===== src/hw/rtl/tkis_pkg.sv =====
package tkis_pkg;

   localparam int K_MAX      = 64;
   localparam int N_MAX      = 4096;
   localparam int SCORE_BITS = 32;
   localparam int IDX_BITS   = 12;
   localparam int SEEN_BITS  = $clog2(N_MAX + 1);
   localparam int SEL_BITS   = 7;
   localparam int SLOT_BITS  = $clog2(K_MAX);

   typedef logic signed [SCORE_BITS-1:0] score_type;
   typedef logic [IDX_BITS-1:0]          index_type;
   typedef logic [SEL_BITS-1:0]          sel_type;

   // commands from the controller to the slot chain
   typedef struct packed {
      logic insert;     // take in the accepted score
      logic emit;       // load the head slot into the output register and shift up
      logic last_word;  // the emitted word closes the run
      logic clear;      // drop the whole set
   } dp_cmd_type;

endpackage


===== src/hw/rtl/tkis_ctrl.sv =====
module tkis_ctrl (
   input  logic                 clock,
   input  logic                 reset,
   input  logic                 req_valid,
   input  logic                 req_last,
   output logic                 req_stall,
   output logic                 rsp_valid,
   input  logic                 rsp_stall,
   input  logic                 csr_we,
   input  tkis_pkg::sel_type    csr_wdata,
   output tkis_pkg::dp_cmd_type cmd
);
   import tkis_pkg::*;

   localparam logic ST_IDLE = 1'b0;
   localparam logic ST_EMIT = 1'b1;

   logic                 state_ff;
   logic                 state_in;
   logic [SLOT_BITS-1:0] count_ff;
   logic [SLOT_BITS-1:0] count_in;
   sel_type              select_count_ff;
   sel_type              k_eff;
   logic                 rsp_valid_ff;
   logic                 rsp_valid_in;
   logic                 accept;
   logic                 emit_go;
   logic                 last_word;

   // zero acts as one, anything above the slot count saturates
   always_comb begin
      if (select_count_ff == '0) begin
         k_eff = sel_type'(1);
      end else if (select_count_ff > sel_type'(K_MAX)) begin
         k_eff = sel_type'(K_MAX);
      end else begin
         k_eff = select_count_ff;
      end
   end

   assign req_stall = (state_ff != ST_IDLE);
   assign accept    = req_valid && !req_stall;
   assign emit_go   = (state_ff == ST_EMIT) && (!rsp_valid_ff || !rsp_stall);
   assign last_word = (sel_type'(count_ff) == k_eff - sel_type'(1));

   always_comb begin
      state_in = state_ff;
      count_in = count_ff;
      unique case (state_ff)
         ST_IDLE: begin
            if (accept && req_last) begin
               state_in = ST_EMIT;
               count_in = '0;
            end
         end
         ST_EMIT: begin
            if (emit_go) begin
               if (last_word) begin
                  state_in = ST_IDLE;
                  count_in = '0;
               end else begin
                  count_in = count_ff + SLOT_BITS'(1);
               end
            end
         end
         default: begin
            state_in = ST_IDLE;
         end
      endcase
   end

   always_comb begin
      if (emit_go) begin
         rsp_valid_in = 1'b1;
      end else if (rsp_stall) begin
         rsp_valid_in = rsp_valid_ff;
      end else begin
         rsp_valid_in = 1'b0;
      end
   end

   always_comb begin
      cmd.insert    = accept;
      cmd.emit      = emit_go;
      cmd.last_word = last_word;
      cmd.clear     = emit_go && last_word;
   end

   always_ff @(posedge clock) begin
      if (reset) begin
         state_ff        <= ST_IDLE;
         count_ff        <= '0;
         rsp_valid_ff    <= 1'b0;
         select_count_ff <= sel_type'(K_MAX);
      end else begin
         state_ff     <= state_in;
         count_ff     <= count_in;
         rsp_valid_ff <= rsp_valid_in;
         if (csr_we) begin
            select_count_ff <= csr_wdata;
         end
      end
   end

   assign rsp_valid = rsp_valid_ff;

endmodule

===== config.mk =====
export PLATFORM = sky130hd
export DESIGN_NAME = tkis_ctrl
export DESIGN_NICKNAME = d
export VERILOG_FILES = /design/src/hw/rtl/tkis_pkg.sv /design/src/hw/rtl/tkis_ctrl.sv
export SDC_FILE = /design/constraint.sdc
export NUM_CORES = 1
export LEC_CHECK = 0
export BUFFER_PORTS_ARGS = -buffer_cell sky130_fd_sc_hd__clkbuf_2
export CORE_AREA = 8 8 54 56
export DETAILED_ROUTE_END_ITERATION = 12
export DIE_AREA = 0 0 62 64
export GPL_TIMING_DRIVEN = 0
export HOLD_SLACK_MARGIN = 0.12
export PLACE_DENSITY = 0.8
export SETUP_SLACK_MARGIN = 0.2
export SLEW_MARGIN = 30
export SYNTH_ARGS = -nofsm -noshare
export SYNTH_HDL_FRONTEND = slang
export SYNTH_SLANG_ARGS = --single-unit

===== constraint.sdc =====
create_clock -name clock -period 2.8 [get_ports clock]
set_input_delay 0 -clock clock [delete_from_list [all_inputs] [get_ports clock]]
set_output_delay 0 -clock clock [all_outputs]
set_load 0.02 [all_outputs]

# == Word level (Yosys, flattened, before mapping) ==
# Index checks and enable logic that the tools add are counted.
# op_classes
magnitude_cmp,1
n_addsub,2
muxes,12
eq_ne,4
reduce_logical,10
bitwise_logic,1
# ops
cell,count
$mux W6,3
$mux W7,2
$pmux W6 S2,1
$eq A6 B7 Y1,1
$gt A7 B7 Y1 const B,1
$logic_not A7 Y1,1
$sub A7 B1 Y7 const B,1
$add A6 B1 Y6 const B,1
$mux W1,5
$logic_and A1 B1 Y1,4
$ne A2 B1 Y1 const B,2
$logic_not A1 Y1,3
$ne A2 B2 Y1 const B,1
$pmux W1 S2,1
$reduce_and A2 Y1,1
$logic_or A1 B1 Y1,1
$not A1 Y1,1
# word_totals
input_bits,13
reg_bits,15
elab_cells,34
out_inout_bits,6

# == Longest topological paths before layout ==
# Gate-level depths: netlist of run 1.
# depth
word_depth,8
mapped_depth,11
ltp_nobuf,10

# == Worst setup path before layout of run 1 ==
# No wires, ideal clock.
# synth_timing
path_kind,register -> register
startpoint,reg select_count_ff[3]
endpoint,reg state_ff (netlist: req_stall)
path_buffers,1
slack_ps,212
setup_ps,132
stages_incl_launch_ff,12
period_less_slack_ps,2588
required_time_ps,2668
arrival_time_ps,2455
cell_sequence,dfxtp_1 -> buf_6 -> nor4_1 -> a21oi_1 -> ha_1 -> and2_1 -> a21oi_1 -> o21ai_0 -> a2111oi_4 -> and3_1 -> nand2b_1 -> a21oi_1
# synth_between
elab_chain_cells,8
word_cells_on_any_way,9
cone_classes,add/sub (1); order compare (1); eq/ne (1); mux (5); reduce/logical (1)
# synth_lines
element,line,source
"start, declared",tkis_ctrl.sv:22,sel_type select_count_ff;
"start signal, assigned",tkis_ctrl.sv:94,select_count_ff <= sel_type'(K_MAX);
"start signal, assigned",tkis_ctrl.sv:100,select_count_ff <= csr_wdata;
$gt A7 B7 Y1,tkis_ctrl.sv:34,end else if (select_count_ff > sel_type'(K_MAX)) begin
$mux W7,tkis_ctrl.sv:34,
$mux W7 (*),tkis_ctrl.sv:32,if (select_count_ff == '0) begin
$sub A7 B1 Y7 (*),tkis_ctrl.sv:44,assign last_word = (sel_type'(count_ff) == k_eff - sel_type'(1));
$eq A6 B7 Y1 (*),tkis_ctrl.sv:44,
$mux W1 (*),tkis_ctrl.sv:58,if (last_word) begin
$mux W1 (*),tkis_ctrl.sv:57,if (emit_go) begin
$pmux W1 S2 (*),tkis_ctrl.sv:49,unique case (state_ff)
"end signal, assigned",tkis_ctrl.sv:96,state_ff <= state_in;
"end, declared",tkis_ctrl.sv:18,logic state_ff;
# Mark *: on every way between the ends. The rest lies on a longest branch, timed or not.
# A chain may end at the register's enable or synchronous reset.

# == Worst setup path in the final report of run 1 ==
# layout_timing
startpoint,reg select_count_ff[3]
endpoint,out cmd[1] (netlist bit)
# layout_between
elab_chain_cells,5
word_cells_on_any_way,6
cone_classes,add/sub (1); order compare (1); eq/ne (1); mux (2); reduce/logical (1)
# layout_lines
element,line,source
$gt A7 B7 Y1,tkis_ctrl.sv:34,
$mux W7,tkis_ctrl.sv:34,
$mux W7 (*),tkis_ctrl.sv:32,
$sub A7 B1 Y7 (*),tkis_ctrl.sv:44,
$eq A6 B7 Y1 (*),tkis_ctrl.sv:44,
"end, declared",tkis_ctrl.sv:11,output tkis_pkg::dp_cmd_type cmd
# Marks and branches as above.

==> results of run 1 <==
state kept, by name, indices dropped and copies added, names as in the netlist:
name,flops
select_count_ff,7
req_stall,1
rsp_valid,1
count_ff,6
timing repair:
item / in CTS / in global routing
pin swaps: 7 / 9
hold buffers: 10 / 0
setup endpoints to repair: 9 / 4
setup buffers: 2 / 2
gates resized for setup: 13 / 10
endpoints found under the hold margin: 13 / 0
cloned: 0 / 0
per-layer routing:
| layer | vias to the layer above | routed length, um |
|---|---|---|
| met1 | 445 | 1080 |
| met2 | 18 | 1230 |
| met4 | 0 | 44 |
| met5 | - | 0 |
| li1 | 469 | - |
| met3 | 5 | 106 |
Yosys cell counts (2+ instances only):
cell type	n	area, um2
xnor2_1	4	35.0
buf_4	5	37.5
nor2_1	11	41.3
ha_1	2	25.0
xor2_1	2	17.5
o211ai_1	2	15.0
and3_1	2	12.5
o21ai_0	4	20.0
mux2i_1	9	90.1
dfxtp_1	15	300
a21oi_1	8	40.0
or3_1	2	12.5
nand2b_1	5	31.3
inv_1	2	7.51
a31oi_1	2	12.5
nand3_1	3	15.0
nor2b_1	6	37.5
nand2_1	5	18.8
a22o_1	2	17.5
cell usage in the layout (no fill, tap or decap), types with 2 or more instances in the layout:
master / synthesis / layout
dfxtp_2: 0 / 2
nand2b_1: 5 / 5
mux2i_1: 9 / 9
or3_1: 2 / 2
clkbuf_2: 0 / 15
nor2b_1: 6 / 5
xnor2_1: 4 / 3
clkbuf_4: 0 / 3
dlygate4sd3_1: 0 / 10
xor2_1: 2 / 2
buf_4: 5 / 7
nand3_1: 3 / 3
buf_6: 1 / 4
o211ai_1: 2 / 2
inv_1: 2 / 2
nand2_1: 5 / 5
and3_1: 2 / 2
a21oi_1: 8 / 7
nor2_1: 11 / 11
a22o_1: 2 / 2
o21ai_0: 4 / 3
dfxtp_1: 15 / 13
a31oi_1: 2 / 2
cell families (layout without fill, tap and decap cells):
family                     count (synthesis)  count (layout)  share of synthesized area, %
muxes                                      9               9                          9.07
and+or+nand+nor                           43              43                          23.7
DFF                                       15              15                          30.2
buffers and inverters                     11              46                          6.93
adders and majority gates                  2               2                          2.52
xor gates and xnor gates                   6               6                          5.29
AOI/OAI and AO/OA                         26              26                          22.3
final cells by class:
type / instances / area, um2 / area share (%)
Sequential cell: 15 / 303 / 22.1
Clock buffer: 3 / 22.5 / 1.65
Clock inverter: 1 / 5.00 / 0.366
Tap cell: 28 / 35.0 / 2.56
Timing Repair Buffer: 31 / 231 / 16.9
Buffer: 9 / 68.8 / 5.03
Multi-Input combinational cell: 86 / 696 / 50.8
Inverter: 2 / 7.51 / 0.548
worst max-delay path by stage:
stage	depth (start not counted)	to	from
5_1_grt	11	cmd[1]	select_count_ff[3]
4_1_cts	11	cmd[1]	select_count_ff[3]
3_3_place_gp	11	count_ff[5]	select_count_ff[6]
2_1_floorplan	11	req_stall	select_count_ff[3]
6_report	11	cmd[1]	select_count_ff[3]
3_5_place_dp	11	count_ff[2]	select_count_ff[6]
power by group through the flow:
stage	registers [mW]	logic, mW	clock network, mW
6_report	0.236	0.149	0.128
5_1_grt	0.238	0.163	0.137
4_1_cts	0.235	0.136	0.127
3_5_place_dp	0.239	0.112	0
3_3_place_gp	0.239	0.108	0
2_1_floorplan	0.239	0.0850	0
per-stage QoR:
stage	util, %	setup WS, ns	hold WS (ns)	power (mW)
after global routing	65.0	0.0223	0.170	0.537
after global placement	52.9	0.125	0.211	0.347
after detailed placement	52.9	0.00102	0.218	0.351
final	65.0	0.102	0.122	0.514
after CTS	62.4	0.207	0.136	0.499
after floorplan	-	0.212	0.122	0.324
worst min-delay path, delay by kind of cell:
kind | cells | cell delay [ns]
and+or+nand+nor | 2 | 0.24
buffers and inverters | 1 | 0.07
AOI/OAI and AO/OA | 1 | 0.07
==> flow_summary.json, run 1 <==
{
  "antenna_left": 0,
  "wire_per_inst_um": 14.1,
  "portBuffers": 17,
  "grt_pass1_wl_um": 4130,
  "critPathKind": "reg -> out",
  "rr_worst_depth": 11,
  "hold_end": "req_stall",
  "outcome": "finished clean",
  "drive_above_1_share_pct": 31.3,
  "internal_power_mw": 0.353,
  "seqPwrFrac_pct": 46.0,
  "setup_violations": 0,
  "viasPerCell": 5.35,
  "cts_root_buf": "clkbuf_4",
  "dpl_cell_area_um2": 1110,
  "crit_chain": "buf_6 > nor4_4 > a21oi_2 > ha_4 > xnor2_4 > a22oi_2 > o221ai_2 > a2111oi_4 > and2_4 > buf_6 > buf_8",
  "vias": 937,
  "p_per_area_nw_per_um2": 375,
  "async_flop_share_pct": 0,
  "syn_avg_cell_area_um2": 8.87,
  "antenna_found_initial": 0,
  "yosys_warnings": 0,
  "setup_tns_ns": 0,
  "rsz0062_at_grt": "yes",
  "grt_max_degree": 11,
  "p_leak_nw": 0.580,
  "busiest_layer": "met2",
  "dr.pass1.iters": 4,
  "slowest_delay_ns": 0.40,
  "finalCriticalPeriod_ns": 2.70,
  "rows": 17,
  "dp_cells": 157,
  "synthCells": 112,
  "timing.slew.headroom_pct": 65.9,
  "num_antenna_cells": 0,
  "final_nets": 163,
  "grt_pass1_vias": 958,
  "cts_max_level": 1,
  "drv_slew": 0,
  "track_usage_pct": 13.3,
  "cpLargestDelayFamily": "compound AO/OA/AOI/OAI gates",
  "dp_hpwl_um": 1580,
  "synthToLayoutAreaGrowth_pct": 37.8,
  "crit_top_cell": "buf_6",
  "clkLatencyLatePin_ns": 0.30,
  "cp.arrival_ns": 2.70,
  "place_congestion": 0.763,
  "fmax_mhz": 371,
  "p_sw_mw": 0.161,
  "cap_violations": 0,
  "p_sw_share_pct": 31.3,
  "ys_seq_elements": 15,
  "worstReg2RegStart": "select_count_ff[3]",
  "yosysUniqueCellTypes": 40,
  "ios": 19,
  "clk_pin_slew_ns": 0.09,
  "drt_wl_total_um": 2460,
  "grt_use_met3_pct": 3.40,
  "r2r_end": "req_stall",
  "synth_area_um2": 993,
  "die_area_um2": 3970,
  "numCtsBuffers": 3,
  "comb_power_share_pct": 29.1,
  "hold_violations": 0,
  "critPathMaxFanout": 6,
  "cts_tree": "done",
  "startpoint_type": "register",
  "use_met2_pct": 22.4,
  "fillCellCount": 169,
  "clock-sinks": 15,
  "r2r_slack_ns": 0.28,
  "crit_buf_inv": 3,
  "required_ns": 2.80,
  "endpoint_kind": "output port",
  "die_w_um": 62,
  "synth_fp_nets": 127,
  "design_area_um2": 1370,
  "start_util_pct": 47.2,
  "synth_edf_count": 0,
  "p_clk_share_pct": 24.9,
  "instances_no_fill": 175,
  "overflow": 0,
  "synth_top_flop_cell": "dfxtp_1",
  "yosysSeqAreaShare_pct": 30.2,
  "core_um2": 2110,
  "cp_slowest_cell": "a2111oi_4",
  "hold_start": "req_valid",
  "period_share_pct": 96.4,
  "drt_iter0_drc": 27,
  "clk_path_buf_depth": 2,
  "grt_util_met1_pct": 15.0,
  "worst_slew_pin_slew_ns": 0.511,
  "ir_drop_uv": 362,
  "holdPathStages": 4,
  "hp-class": "in -> reg",
  "chipHeight_um": 64,
  "drc": 0,
  "finClkSkew_ns": 0.00715
}
Note: power is estimated with default switching activity, not from simulation.
==> inputs of run 2 (changes only) <==
Settings changed: CORE_AREA 8 8 54 56 to 2 2 48 50, DIE_AREA 0 0 62 64 to 0 0 50 52, PLACE_DENSITY 0.8 to 0.69.
==> run 2 against run 1 <==
Net effect:
- combinational power is essentially flat
- sequential power about the same
- global-route usage is 6.5 points higher
- routed wire length shrank 3.4%
- non-clock buffer count unchanged
- critical path type unchanged
- largest cell class unchanged
==> flow_summary.json, run 2 (synthesis gave the netlist of run 1 again) <==
{
  "clk_pin_slew_ns": 0.09,
  "cp_slowest_cell": "dfxtp_2",
  "cap_violations": 0,
  "ir_drop_uv": 362,
  "endpoint_kind": "output port",
  "hp-class": "in -> reg",
  "num_antenna_cells": 0,
  "drt_iter0_drc": 20,
  "antenna_found_initial": 0,
  "track_usage_pct": 19.9,
  "internal_power_mw": 0.351,
  "dr.pass1.iters": 5,
  "viasPerCell": 5.46,
  "hold_violations": 0,
  "top_register": "select_count_ff",
  "grt_max_degree": 11,
  "cts_tree": "done",
  "p_leak_nw": 0.584,
  "worst_slew_pin_slew_ns": 0.542,
  "clkLatencyLatePin_ns": 0.28,
  "crit_buf_inv": 3,
  "cts_max_level": 1,
  "holdPathStages": 4,
  "mostFrequentLayoutCells": "clkbuf_2, dfxtp_1, nor2_1, dlygate4sd3_1, mux2i_1",
  "place_congestion": 0.830,
  "clk_path_buf_depth": 2,
  "dp_cells": 157,
  "final_nets": 163,
  "p_sw_share_pct": 31.3,
  "drv_slew": 0,
  "final_common_cell": "clkbuf_2",
  "timing.critical_path.depth": 11,
  "clock-sinks": 15,
  "seqPwrFrac_pct": 46.2,
  "required_ns": 2.80,
  "core_um2": 2110,
  "synthToLayoutAreaGrowth_pct": 36.6,
  "die_area_um2": 2600,
  "drc": 0,
  "finClkSkew_ns": 0.000874,
  "cp.arrival_ns": 2.66,
  "portBuffers": 17,
  "p_clk_share_pct": 24.8,
  "fmax_mhz": 376,
  "startpoint_type": "register",
  "slowest_delay_ns": 0.33,
  "instances_no_fill": 175,
  "grt_pass1_vias": 902,
  "drive_above_1_share_pct": 32.7,
  "whs_ns": 0.168,
  "ios": 19,
  "dp_hpwl_um": 1570,
  "reg_top3": "select_count_ff: 7 flops, count_ff: 6 flops",
  "setup_violations": 0,
  "drt_wl_total_um": 2380,
  "period_share_pct": 95.1,
  "crit_chain": "buf_6 > nor4_4 > a21oi_2 > ha_4 > xnor2_2 > a22oi_1 > o221ai_2 > a2111oi_4 > and2_4 > buf_4 > clkbuf_8",
  "outcome": "finished clean",
  "p_per_area_nw_per_um2": 377,
  "comb_power_share_pct": 29.0,
  "largest_reg_flops": 7,
  "vias": 956,
  "cpLargestDelayFamily": "compound AO/OA/AOI/OAI gates",
  "timing.slew.headroom_pct": 63.9,
  "numCtsBuffers": 3,
  "grt_pass1_wl_um": 3910,
  "cts_root_buf": "clkbuf_4",
  "finalCriticalPeriod_ns": 2.66,
  "overflow": 0,
  "chipHeight_um": 52,
  "antenna_left": 0,
  "rows": 17,
  "rsz0062_at_grt": "yes",
  "p_sw_mw": 0.160,
  "critPathKind": "reg -> out",
  "critPathMaxFanout": 6,
  "die_w_um": 50,
  "wire_per_inst_um": 13.6,
  "fin_total_pwr_mw": 0.511,
  "start_util_pct": 47.2,
  "rr_worst_depth": 11
}
-- run 2: repair_timing --
| item | 4_1_cts | 5_1_grt |
|---|---|---|
| setup buffers | 1 | 3 |
| resized for setup | 14 | 8 |
| setup endpoints to repair | 9 | 5 |
| pin swaps | 6 | 2 |
| hold buffers | 10 | 0 |
| hold endpoints to repair | 13 | 0 |
-- run 2: worst reg2reg max path: stages (launching register included) --
cell and delay (ns):
dfxtp_2 0.33, buf_6 0.12, nor4_4 0.32, a21oi_2 0.13
ha_4 0.20, xnor2_2 0.14, a22oi_1 0.21, o221ai_2 0.15
a2111oi_4 0.33, and3_1 0.26, nand2b_1 0.12, a21oi_1 0.06
-- run 2: final timing paths --
| check | start | to | slack [ns] |
|---|---|---|---|
| setup reg to reg | select_count_ff[3] | req_stall | 0.32 |
| hold reg to reg | count_ff[5] | count_ff[5] | 0.53 |
| hold / removal | req_valid | req_stall | 0.17 |
| setup / recovery | select_count_ff[3] | cmd[1] | 0.14 |
-- run 2: cell type report --
cell class / instances / area (um2)
fillers: 171 / 748
multi-input cells: 86 / 689
flip-flops and latches: 15 / 303
repair buffers: 31 / 230
plain buffers: 9 / 65.1
well taps: 28 / 35.0
clock buffers: 3 / 22.5
inverters: 2 / 7.51
clock inverters: 1 / 5.00
-- run 2: metrics by stage --
stage / cell area [um2] / TNS [ns] / utilization (%) / setup slack (ns)
2_1_floorplan: 993 / 0 / - / 0.212
3_3_place_gp: 1110 / 0 / 52.9 / 0.109
3_5_place_dp: 1110 / -0.0666 / 52.9 / -0.0246
4_1_cts: 1310 / 0 / 62.3 / 0.202
5_1_grt: 1360 / 0 / 64.5 / 0.0453
6_report: 1360 / 0 / 64.5 / 0.138
-- run 2: power by group through the flow --
stage / combinational [mW] / clock [mW] / sequential [mW]
6_report: 0.148 / 0.127 / 0.236
5_1_grt: 0.160 / 0.140 / 0.238
4_1_cts: 0.139 / 0.130 / 0.235
3_5_place_dp: 0.114 / 0 / 0.239
3_3_place_gp: 0.109 / 0 / 0.239
2_1_floorplan: 0.0850 / 0 / 0.239
-- run 2: metal layers --
| layer | GRT usage (%) | routed length, um | vias to the layer above | part of all wire (%) |
|---|---|---|---|---|
| met5 | 0 | 0 | - | 0 |
| met4 | 12.5 | 36 | 0 | 1.5 |
| met3 | 2.01 | 80 | 4 | 3.4 |
| met2 | 34.6 | 1180 | 23 | 50 |
| met1 | 23.2 | 1080 | 455 | 46 |
| li1 | - | - | 474 | - |
